$ cat src/gwwl_pkg.sv
package gwwl_pkg;

   // default geometry of the text grid
   localparam int COLS_DEFAULT = 15;
   localparam int ROWS_DEFAULT = 4;

   // payload widths
   localparam int CHAR_W   = 8;
   localparam int COLUMN_W = 4;
   localparam int ROW_W    = 2;

   // character codes
   localparam logic [CHAR_W-1:0] SPACE_CHAR = 8'h20;

   // action codes
   localparam logic ACTION_CHAR  = 1'b0;
   localparam logic ACTION_CLEAR = 1'b1;

endpackage

$ cat src/gwwl_req_if.sv
interface gwwl_req_if;
   import gwwl_pkg::*;

   logic              valid;
   logic              ready;
   logic              action;
   logic [CHAR_W-1:0] in_char;
   logic              message_end;

   modport source (output valid, action, in_char, message_end, input ready);
   modport sink   (input valid, action, in_char, message_end, output ready);
endinterface

$ cat src/gwwl_rsp_if.sv
interface gwwl_rsp_if;
   import gwwl_pkg::*;

   logic                valid;
   logic                ready;
   logic [CHAR_W-1:0]   out_char;
   logic [COLUMN_W-1:0] column;
   logic [ROW_W-1:0]    row;
   logic                scrolled;
   logic                line_last;

   modport source (output valid, out_char, column, row, scrolled, line_last, input ready);
   modport sink   (input valid, out_char, column, row, scrolled, line_last, output ready);
endinterface

$ cat src/greedy_word_wrap_line_log.sv
// Greedy word wrap into lines of COLS characters with a row log of ROWS lines.
// One character item is taken while the block is idle; ready stays low until
// the item is fully handled. A character that completes no line goes only
// through the append step. Each emitted line is sent as one read prime of the
// line buffer, then one character per cycle while the result side does not
// stall; a break at a space adds the advance step to rotate the buffer start.
// The worst item (a full line followed by a message-end flush) gives up to
// COLS + 1 results. The line buffer has a single read port, and one circular
// index adder serves every buffer access. A clear item produces no results.
// The line buffer holds no reset value.
module greedy_word_wrap_line_log #(
   parameter int COLS = gwwl_pkg::COLS_DEFAULT,
   parameter int ROWS = gwwl_pkg::ROWS_DEFAULT
) (
   input logic        clock,
   input logic        reset,
   gwwl_req_if.sink   req_chan,
   gwwl_rsp_if.source rsp_chan
);
   import gwwl_pkg::*;

   localparam int IDX_W   = $clog2(COLS);
   localparam int CNT_W   = $clog2(COLS + 1);
   localparam int LINES_W = $clog2(ROWS + 1);

   typedef enum logic [2:0] {
      ST_IDLE,
      ST_APPEND,
      ST_PRIME,
      ST_OUT,
      ST_ADV
   } state_type;

   state_type         state_ff, state_in;
   state_type         after_ff, after_in;
   logic [CNT_W-1:0]  fill_ff, fill_in;
   logic [IDX_W-1:0]  lsp_ff, lsp_in;
   logic [IDX_W-1:0]  base_ff, base_in;
   logic [LINES_W-1:0] lines_ff, lines_in;
   logic [CNT_W-1:0]  len_ff, len_in;
   logic [CNT_W-1:0]  k_ff, k_in;
   logic [LINES_W-1:0] row_ff, row_in;
   logic              scr_ff, scr_in;
   logic [CHAR_W-1:0] char_ff, char_in;
   logic              end_ff, end_in;

   logic              req_fire;
   logic              rsp_fire;
   logic [CNT_W-1:0]  offset;
   logic [IDX_W-1:0]  index;
   logic              wr_en;
   logic [CHAR_W-1:0] rd_data;
   logic [CNT_W-1:0]  fill_new;

   assign req_chan.ready = (state_ff == ST_IDLE);
   assign rsp_chan.valid = (state_ff == ST_OUT);
   assign req_fire = req_chan.valid && req_chan.ready;
   assign rsp_fire = rsp_chan.valid && rsp_chan.ready;

   // shared circular index adder for every buffer access
   gwwl_index_unit #(.COLS(COLS)) u_index (
      .base   (base_ff),
      .offset (offset),
      .index  (index)
   );

   gwwl_ram #(.WIDTH(CHAR_W), .DEPTH(COLS)) u_line_buf (
      .clock   (clock),
      .wr_en   (wr_en),
      .wr_addr (index),
      .wr_data (char_ff),
      .rd_addr (index),
      .rd_data (rd_data)
   );

   // sequencer next state
   always_comb begin
      state_in = state_ff;
      after_in = after_ff;
      fill_in  = fill_ff;
      lsp_in   = lsp_ff;
      base_in  = base_ff;
      lines_in = lines_ff;
      len_in   = len_ff;
      k_in     = k_ff;
      row_in   = row_ff;
      scr_in   = scr_ff;
      char_in  = char_ff;
      end_in   = end_ff;
      offset   = '0;
      wr_en    = 1'b0;
      fill_new = fill_ff;

      case (state_ff)
         ST_IDLE: begin
            if (req_fire) begin
               if (req_chan.action == ACTION_CLEAR) begin
                  lines_in = '0;
               end else begin
                  char_in = req_chan.in_char;
                  end_in  = req_chan.message_end;
                  if (fill_ff == CNT_W'(COLS)) begin
                     // full line: break at last space or hard split
                     if (req_chan.in_char != SPACE_CHAR && lsp_ff != '0) begin
                        len_in   = CNT_W'(lsp_ff);
                        after_in = ST_ADV;
                     end else begin
                        len_in   = CNT_W'(COLS);
                        after_in = ST_APPEND;
                        fill_in  = '0;
                        lsp_in   = '0;
                     end
                     state_in = ST_PRIME;
                  end else begin
                     state_in = ST_APPEND;
                  end
               end
            end
         end

         ST_APPEND: begin
            // leading spaces of a line are dropped
            offset = fill_ff;
            wr_en  = !(fill_ff == '0 && char_ff == SPACE_CHAR);
            if (wr_en) begin
               fill_new = fill_ff + CNT_W'(1);
               if (char_ff == SPACE_CHAR) begin
                  lsp_in = fill_ff[IDX_W-1:0];
               end
            end
            fill_in = fill_new;
            if (end_ff && fill_new != '0) begin
               len_in   = fill_new;
               fill_in  = '0;
               lsp_in   = '0;
               after_in = ST_IDLE;
               state_in = ST_PRIME;
            end else begin
               state_in = ST_IDLE;
            end
         end

         ST_PRIME: begin
            // issue read of the first character, place the line in the grid
            offset = '0;
            k_in   = '0;
            if (lines_ff >= LINES_W'(ROWS)) begin
               row_in   = LINES_W'(ROWS - 1);
               scr_in   = 1'b1;
               lines_in = LINES_W'(ROWS);
            end else begin
               row_in   = lines_ff;
               scr_in   = 1'b0;
               lines_in = lines_ff + LINES_W'(1);
            end
            state_in = ST_OUT;
         end

         ST_OUT: begin
            // read address runs one ahead once the current item is taken
            offset = k_ff + CNT_W'(rsp_fire);
            if (rsp_fire) begin
               if (k_ff + CNT_W'(1) == len_ff) begin
                  state_in = after_ff;
               end else begin
                  k_in = k_ff + CNT_W'(1);
               end
            end
         end

         ST_ADV: begin
            // carry text after the break space to the line start
            offset   = CNT_W'(lsp_ff) + CNT_W'(1);
            base_in  = index;
            fill_in  = CNT_W'(COLS - 1) - CNT_W'(lsp_ff);
            lsp_in   = '0;
            state_in = ST_APPEND;
         end

         default: begin
            state_in = ST_IDLE;
         end
      endcase
   end

   // state and registered outputs
   always_ff @(posedge clock) begin
      if (reset) begin
         state_ff <= ST_IDLE;
         after_ff <= ST_IDLE;
         fill_ff  <= '0;
         lsp_ff   <= '0;
         base_ff  <= '0;
         lines_ff <= '0;
         len_ff   <= '0;
         k_ff     <= '0;
      end else begin
         state_ff <= state_in;
         after_ff <= after_in;
         fill_ff  <= fill_in;
         lsp_ff   <= lsp_in;
         base_ff  <= base_in;
         lines_ff <= lines_in;
         len_ff   <= len_in;
         k_ff     <= k_in;
      end
      row_ff  <= row_in;
      scr_ff  <= scr_in;
      char_ff <= char_in;
      end_ff  <= end_in;
   end

   // result payload
   assign rsp_chan.out_char  = rd_data;
   assign rsp_chan.column    = COLUMN_W'(k_ff);
   assign rsp_chan.row       = ROW_W'(row_ff);
   assign rsp_chan.scrolled  = scr_ff;
   assign rsp_chan.line_last = (k_ff + CNT_W'(1) == len_ff);
endmodule

$ cat src/gwwl_ram.sv
module gwwl_ram #(
   parameter int WIDTH = 8,
   parameter int DEPTH = 16
) (
   input  logic                                   clock,
   input  logic                                   wr_en,
   input  logic [((DEPTH > 1) ? $clog2(DEPTH) : 1)-1:0] wr_addr,
   input  logic [WIDTH-1:0]                       wr_data,
   input  logic [((DEPTH > 1) ? $clog2(DEPTH) : 1)-1:0] rd_addr,
   output logic [WIDTH-1:0]                       rd_data
);
   logic [WIDTH-1:0] mem_ff [DEPTH];
   logic [WIDTH-1:0] rd_data_ff;

   // one write port, one registered read port
   always_ff @(posedge clock) begin
      if (wr_en) begin
         mem_ff[wr_addr] <= wr_data;
      end
      rd_data_ff <= mem_ff[rd_addr];
   end

   assign rd_data = rd_data_ff;
endmodule

$ cat src/gwwl_index_unit.sv
module gwwl_index_unit #(
   parameter int COLS = gwwl_pkg::COLS_DEFAULT
) (
   input  logic [$clog2(COLS)-1:0]   base,
   input  logic [$clog2(COLS+1)-1:0] offset,
   output logic [$clog2(COLS)-1:0]   index
);
   import gwwl_pkg::*;

   localparam int IDX_W = $clog2(COLS);
   localparam int CNT_W = $clog2(COLS + 1);
   localparam int SUM_W = CNT_W + 1;

   logic [SUM_W-1:0] sum;
   logic [SUM_W-1:0] fold;

   // circular position: base plus offset, folded once into the buffer depth
   assign sum   = SUM_W'(base) + SUM_W'(offset);
   assign fold  = (sum >= SUM_W'(COLS)) ? (sum - SUM_W'(COLS)) : sum;
   assign index = fold[IDX_W-1:0];
endmodule

$ cat src/flat_wrapper.sv
// flat-port wrapper written by rule: the top's interface ports become plain ports
module greedy_word_wrap_line_log_flat import gwwl_pkg::*;
#(
   parameter int COLS = gwwl_pkg::COLS_DEFAULT,
   parameter int ROWS = gwwl_pkg::ROWS_DEFAULT
)
  (clock, reset, req_chan_valid, req_chan_action, req_chan_in_char, req_chan_message_end, req_chan_ready, rsp_chan_valid, rsp_chan_out_char, rsp_chan_column, rsp_chan_row, rsp_chan_scrolled, rsp_chan_line_last, rsp_chan_ready);
  gwwl_req_if req_chan_i ();
  gwwl_rsp_if rsp_chan_i ();
  input logic clock;
  input logic reset;
  input wire logic [$bits(req_chan_i.valid)-1:0] req_chan_valid;
  input wire logic [$bits(req_chan_i.action)-1:0] req_chan_action;
  input wire logic [$bits(req_chan_i.in_char)-1:0] req_chan_in_char;
  input wire logic [$bits(req_chan_i.message_end)-1:0] req_chan_message_end;
  output wire logic [$bits(req_chan_i.ready)-1:0] req_chan_ready;
  output wire logic [$bits(rsp_chan_i.valid)-1:0] rsp_chan_valid;
  output wire logic [$bits(rsp_chan_i.out_char)-1:0] rsp_chan_out_char;
  output wire logic [$bits(rsp_chan_i.column)-1:0] rsp_chan_column;
  output wire logic [$bits(rsp_chan_i.row)-1:0] rsp_chan_row;
  output wire logic [$bits(rsp_chan_i.scrolled)-1:0] rsp_chan_scrolled;
  output wire logic [$bits(rsp_chan_i.line_last)-1:0] rsp_chan_line_last;
  input wire logic [$bits(rsp_chan_i.ready)-1:0] rsp_chan_ready;
  assign req_chan_i.valid = req_chan_valid;
  assign req_chan_i.action = req_chan_action;
  assign req_chan_i.in_char = req_chan_in_char;
  assign req_chan_i.message_end = req_chan_message_end;
  assign req_chan_ready = req_chan_i.ready;
  assign rsp_chan_valid = rsp_chan_i.valid;
  assign rsp_chan_out_char = rsp_chan_i.out_char;
  assign rsp_chan_column = rsp_chan_i.column;
  assign rsp_chan_row = rsp_chan_i.row;
  assign rsp_chan_scrolled = rsp_chan_i.scrolled;
  assign rsp_chan_line_last = rsp_chan_i.line_last;
  assign rsp_chan_i.ready = rsp_chan_ready;
  greedy_word_wrap_line_log #(.COLS(COLS), .ROWS(ROWS)) u_core (.clock(clock), .reset(reset), .req_chan(req_chan_i), .rsp_chan(rsp_chan_i));
endmodule
$ cat config.mk
export PLATFORM = sky130hd
export DESIGN_NAME = greedy_word_wrap_line_log_flat
export DESIGN_NICKNAME = d
export VERILOG_FILES = /design/src/gwwl_pkg.sv /design/src/gwwl_req_if.sv /design/src/gwwl_rsp_if.sv /design/src/greedy_word_wrap_line_log.sv /design/src/gwwl_ram.sv /design/src/gwwl_index_unit.sv /design/src/flat_wrapper.sv
export SDC_FILE = /design/constraint.sdc
export NUM_CORES = 1
export LEC_CHECK = 0
export ABC_AREA = 1
export BUFFER_PORTS_ARGS = -buffer_cell sky130_fd_sc_hd__buf_2
export CELL_PAD_IN_SITES_DETAIL_PLACEMENT = 1
export CELL_PAD_IN_SITES_GLOBAL_PLACEMENT = 1
export CORE_MARGIN = 5
export CORE_UTILIZATION = 45
export DETAILED_ROUTE_END_ITERATION = 8
export PLACE_DENSITY_LB_ADDON = 0.2
export SLEW_MARGIN = 20
export SYNTH_ARGS = -nofsm -noshare
export SYNTH_HDL_FRONTEND = slang
export SYNTH_HIERARCHICAL = 1
export SYNTH_SLANG_ARGS = --single-unit
$ cat constraint.sdc
create_clock -name clock -period 5.7 [get_ports clock]
set_input_delay 0.57 -clock clock [delete_from_list [all_inputs] [get_ports clock]]
set_output_delay 0.57 -clock clock [all_outputs]
set_load 0.02 [all_outputs]
==> impl_metrics.env <==
export IMPL_status="complete, no violations"
export IMPL_combinationalPowerShare=0.068
export IMPL_hold_path_class="primary input to flip-flop"
export IMPL_synth_simple_area_share=0.259
export IMPL_wl_per_cell_um=18.8
export IMPL_r2r_slack_ns=0.58
export IMPL_drc=0
export IMPL_cts_sinks=168
export IMPL_cap_violations=0
export IMPL_yosysUniqueCellTypes=34
export IMPL_postPlaceCellArea_mm2=0.00829
export IMPL_hpwlAfterDp_mm=15.0
export IMPL_maxSlewViolCount=0
export IMPL_grt_pass1_wl_mm=34.2
export IMPL_syn_avg_cell_area_um2=9.20
export IMPL_cp_slowest_cell="inv_2"
export IMPL_antenna_found_initial=0
export IMPL_slowest_delay_ns=0.81
export IMPL_tns_ns=0
export IMPL_synth_top_cell_by_area="edfxtp_1"
export IMPL_slew_headroom=0.292
export IMPL_synth_top_family_by_area="simple AND/OR/NAND/NOR gates"
export IMPL_worst_setup_path_start_kind="flip-flop"
export IMPL_skew_ns=0.0109
export IMPL_grt_max_degree=57
export IMPL_timing_final_crit_share=0.898
export IMPL_tightest_slew_ns=1.06
export IMPL_clockBufferDepth=2
export IMPL_first_pass_iters=5
export IMPL_fp_dieH_um=143
export IMPL_io_pins=32
export IMPL_criticalPathCategory="flip-flop to flip-flop"
export IMPL_start_util=0.459
export IMPL_end_kind="flip-flop"
export IMPL_synth_compound_area_share=0.0334
export IMPL_clock_power_share=0.418
export IMPL_path_cells="inv_1 -> nor2_2 -> nand2_1 -> nor2_1 -> ha_1 -> ha_1 -> a221o_1 -> fa_1 -> ha_1 -> inv_1 -> nor2_1 -> nand3_2 -> nand4_1 -> nand2_2 -> inv_2 -> nand2_1 -> nand3_1 -> nand3_1 -> nand3_1 -> nand2_1"
export IMPL_finalSetupViolCount=0
export IMPL_cts_tree="built"
export IMPL_placementRows=48
export IMPL_clkSlewWorstSetupHoldPaths_ns=0.07
export IMPL_vdd_ir_drop_max_mv=0.327
export IMPL_num_antenna_cells=0
export IMPL_gr_total_overflow=0
export IMPL_syn_to_final_growth_pct=11.9
export IMPL_post_cts_buffers=0
export IMPL_internal_power_mw=1.99
export IMPL_avgViaCountPerCell=5.32
export IMPL_synth_commonest_cells="nand2_1, edfxtp_1, inv_1"
export IMPL_port_buffers=31
export IMPL_crit_arrival_ns=5.44
export IMPL_cts_buffers_inserted=17
export IMPL_synth_edf_count=132
export IMPL_clock_latency_ns=0.44
export IMPL_nets=922
export IMPL_dieWidth_um=143
export IMPL_cts_hold_buf=0
export IMPL_ys_ff_latch=168
export IMPL_first_global_vias=6270
export IMPL_fin_crit_ns=5.12
export IMPL_muxShareOfSynthArea=0
export IMPL_netSwitchingPower_mw=0.695
export IMPL_syn_inst=862
export IMPL_p_leak_nw=3.79
export IMPL_ys_top_cells_by_area="edfxtp_1, nand2_1, dfxtp_1, nand3_1, inv_1"
export IMPL_core_area_mm2=0.0173
export IMPL_required_ns=6.02
export IMPL_place_gp_congestion=0.902
export IMPL_hold_violations=0
export IMPL_p_total_mw=2.68
export IMPL_wirelength_mm=21.3
export IMPL_swShare=0.259
export IMPL_design_area_mm2=0.00887
export IMPL_ctsResizeCount=0
export IMPL_cts_root_buf="clkbuf_16"
export IMPL_fmax_mhz=195
export IMPL_vias=6021
export IMPL_synthXorXnorAreaFrac=0.00994
export IMPL_synth_main_ff_cell="edfxtp_1"
export IMPL_grt_usage=0.219
export IMPL_antenna_left=0
export IMPL_synth_fa_ha_area_frac=0.0246
export IMPL_yosysMostFrequentCell="nand2_1"
export IMPL_first_iter_violations=382
export IMPL_p_per_area_mw_per_mm2=302
export IMPL_critPathMaxFanout=56
export IMPL_drive_above_1_share=0.128
export IMPL_cts_max_level=4
export IMPL_synth_fp_nets=891
export IMPL_seqPwrFrac=0.514
export IMPL_rsz0062_at_grt="false"
export IMPL_synth_top_area_share=0.500
export IMPL_die_area_mm2=0.0204
export IMPL_synth_async_reset_ratio=0
export IMPL_synth_seq_area_share=0.591
export IMPL_syn_area_mm2=0.00793
export IMPL_worst_hold_slack_ns=0.320
export IMPL_yosys_warnings=6
==> sequential cells by signal, indices dropped and copies added, names as in the netlist <==
name                       count
u_core/state_ff                3
u_core/end_ff                  1
u_core/row_ff                  2
u_core/rsp_chan.scrolled       1
u_core/u_line_buf/mem_ff     120
u_core/len_ff                  4
u_core/fill_ff                 4
u_core/lines_ff                3
u_core/lsp_ff                  4
u_core/rsp_chan.column         4
u_core/after_ff                2
u_core/u_line_buf/rd_data      8
u_core/char_ff                 8
u_core/base_ff                 4
==> cell usage in the layout (no fill, tap or decap), types with 2 or more instances in the layout <==
cell	n
o21ai_1	2
nor2_4	3
nand3_2	6
nand2_1	243
inv_8	3
o21ai_0	8
nand3_1	122
nor2_2	4
nor2_1	57
xnor2_1	3
clkbuf_16	17
clkinv_8	3
ha_1	14
edfxtp_1	132
inv_2	10
inv_6	4
nand2_2	10
o22ai_1	2
buf_4	9
inv_1	125
nand2_4	4
buf_2	31
o221ai_1	2
dfxtp_1	36
xor2_1	6
nor4_1	3
clkinv_4	4
nand4_1	4
a21oi_2	5
nand3b_1	3
a21oi_1	24
==> final timing paths <==
kind	endpoint	startpoint	cells after the start
worst max-delay path	u_core/u_line_buf/rd_data[0]	u_core/state_ff[0]	20
worst min-delay path	u_core/end_ff	req_chan_message_end	1
worst max register to register	u_core/u_line_buf/rd_data[0]	u_core/state_ff[0]	20
worst min register to register	u_core/after_ff[0]	u_core/after_ff[0]	2
==> cell families (layout without fill, tap and decap cells) <==
logic type               count (synthesis)  count (layout)
AO/OA/AOI/OAI                           46              46
XOR/XNOR                                 9               9
adder cells (fa/ha/maj)                 15              15
buffers and inverters                  163             207
flip-flops                             168             168
AND/OR/NAND/NOR                        461             461
==> critical path, delay by kind of cell (launching register included) <==
| kind | cells | cell delay [ns] |
|---|---|---|
| adders and majority gates | 4 | 1.29 |
| AOI/OAI and AO/OA | 1 | 0.40 |
| and+or+nand+nor | 12 | 2.00 |
| buffers and inverters | 3 | 0.93 |
| DFF | 1 | 0.37 |
==> metal layers <==
metal | part of all wire | GRT usage
met1 | 0.45 | 0.298
met5 | 0 | 0
met4 | 0.018 | 0.0635
met3 | 0.053 | 0.0395
met2 | 0.48 | 0.361
==> power by group through the flow <==
stage	clock network (mW)	registers [mW]	logic, mW
after floorplan	0	1.40	0.124
after global placement	0	1.40	0.175
after detailed placement	0	1.41	0.181
final	1.12	1.38	0.182
after global routing	1.19	1.38	0.203
after CTS	1.14	1.38	0.182
==> cell type report <==
cell class | count | area, um2
tap | 225 | 282
fill | 1968 | 8420
multi-input combinational | 531 | 2600
timing repair buffer | 40 | 223
clock buffer | 17 | 425
sequential | 168 | 4680
inverter | 135 | 507
clock inverter | 15 | 158
==> stage by stage <==
stage / instances / worst slack [ns] / utilization
after CTS: 1131 / 0.652 / 0.513
after floorplan: 862 / 1.87 / -
after detailed placement: 1099 / 0.660 / 0.479
final: 1131 / 0.579 / 0.513
after global placement: 1099 / 0.942 / 0.479
after global routing: 1131 / 0.220 / 0.513
(Power assumes the default switching activity.)
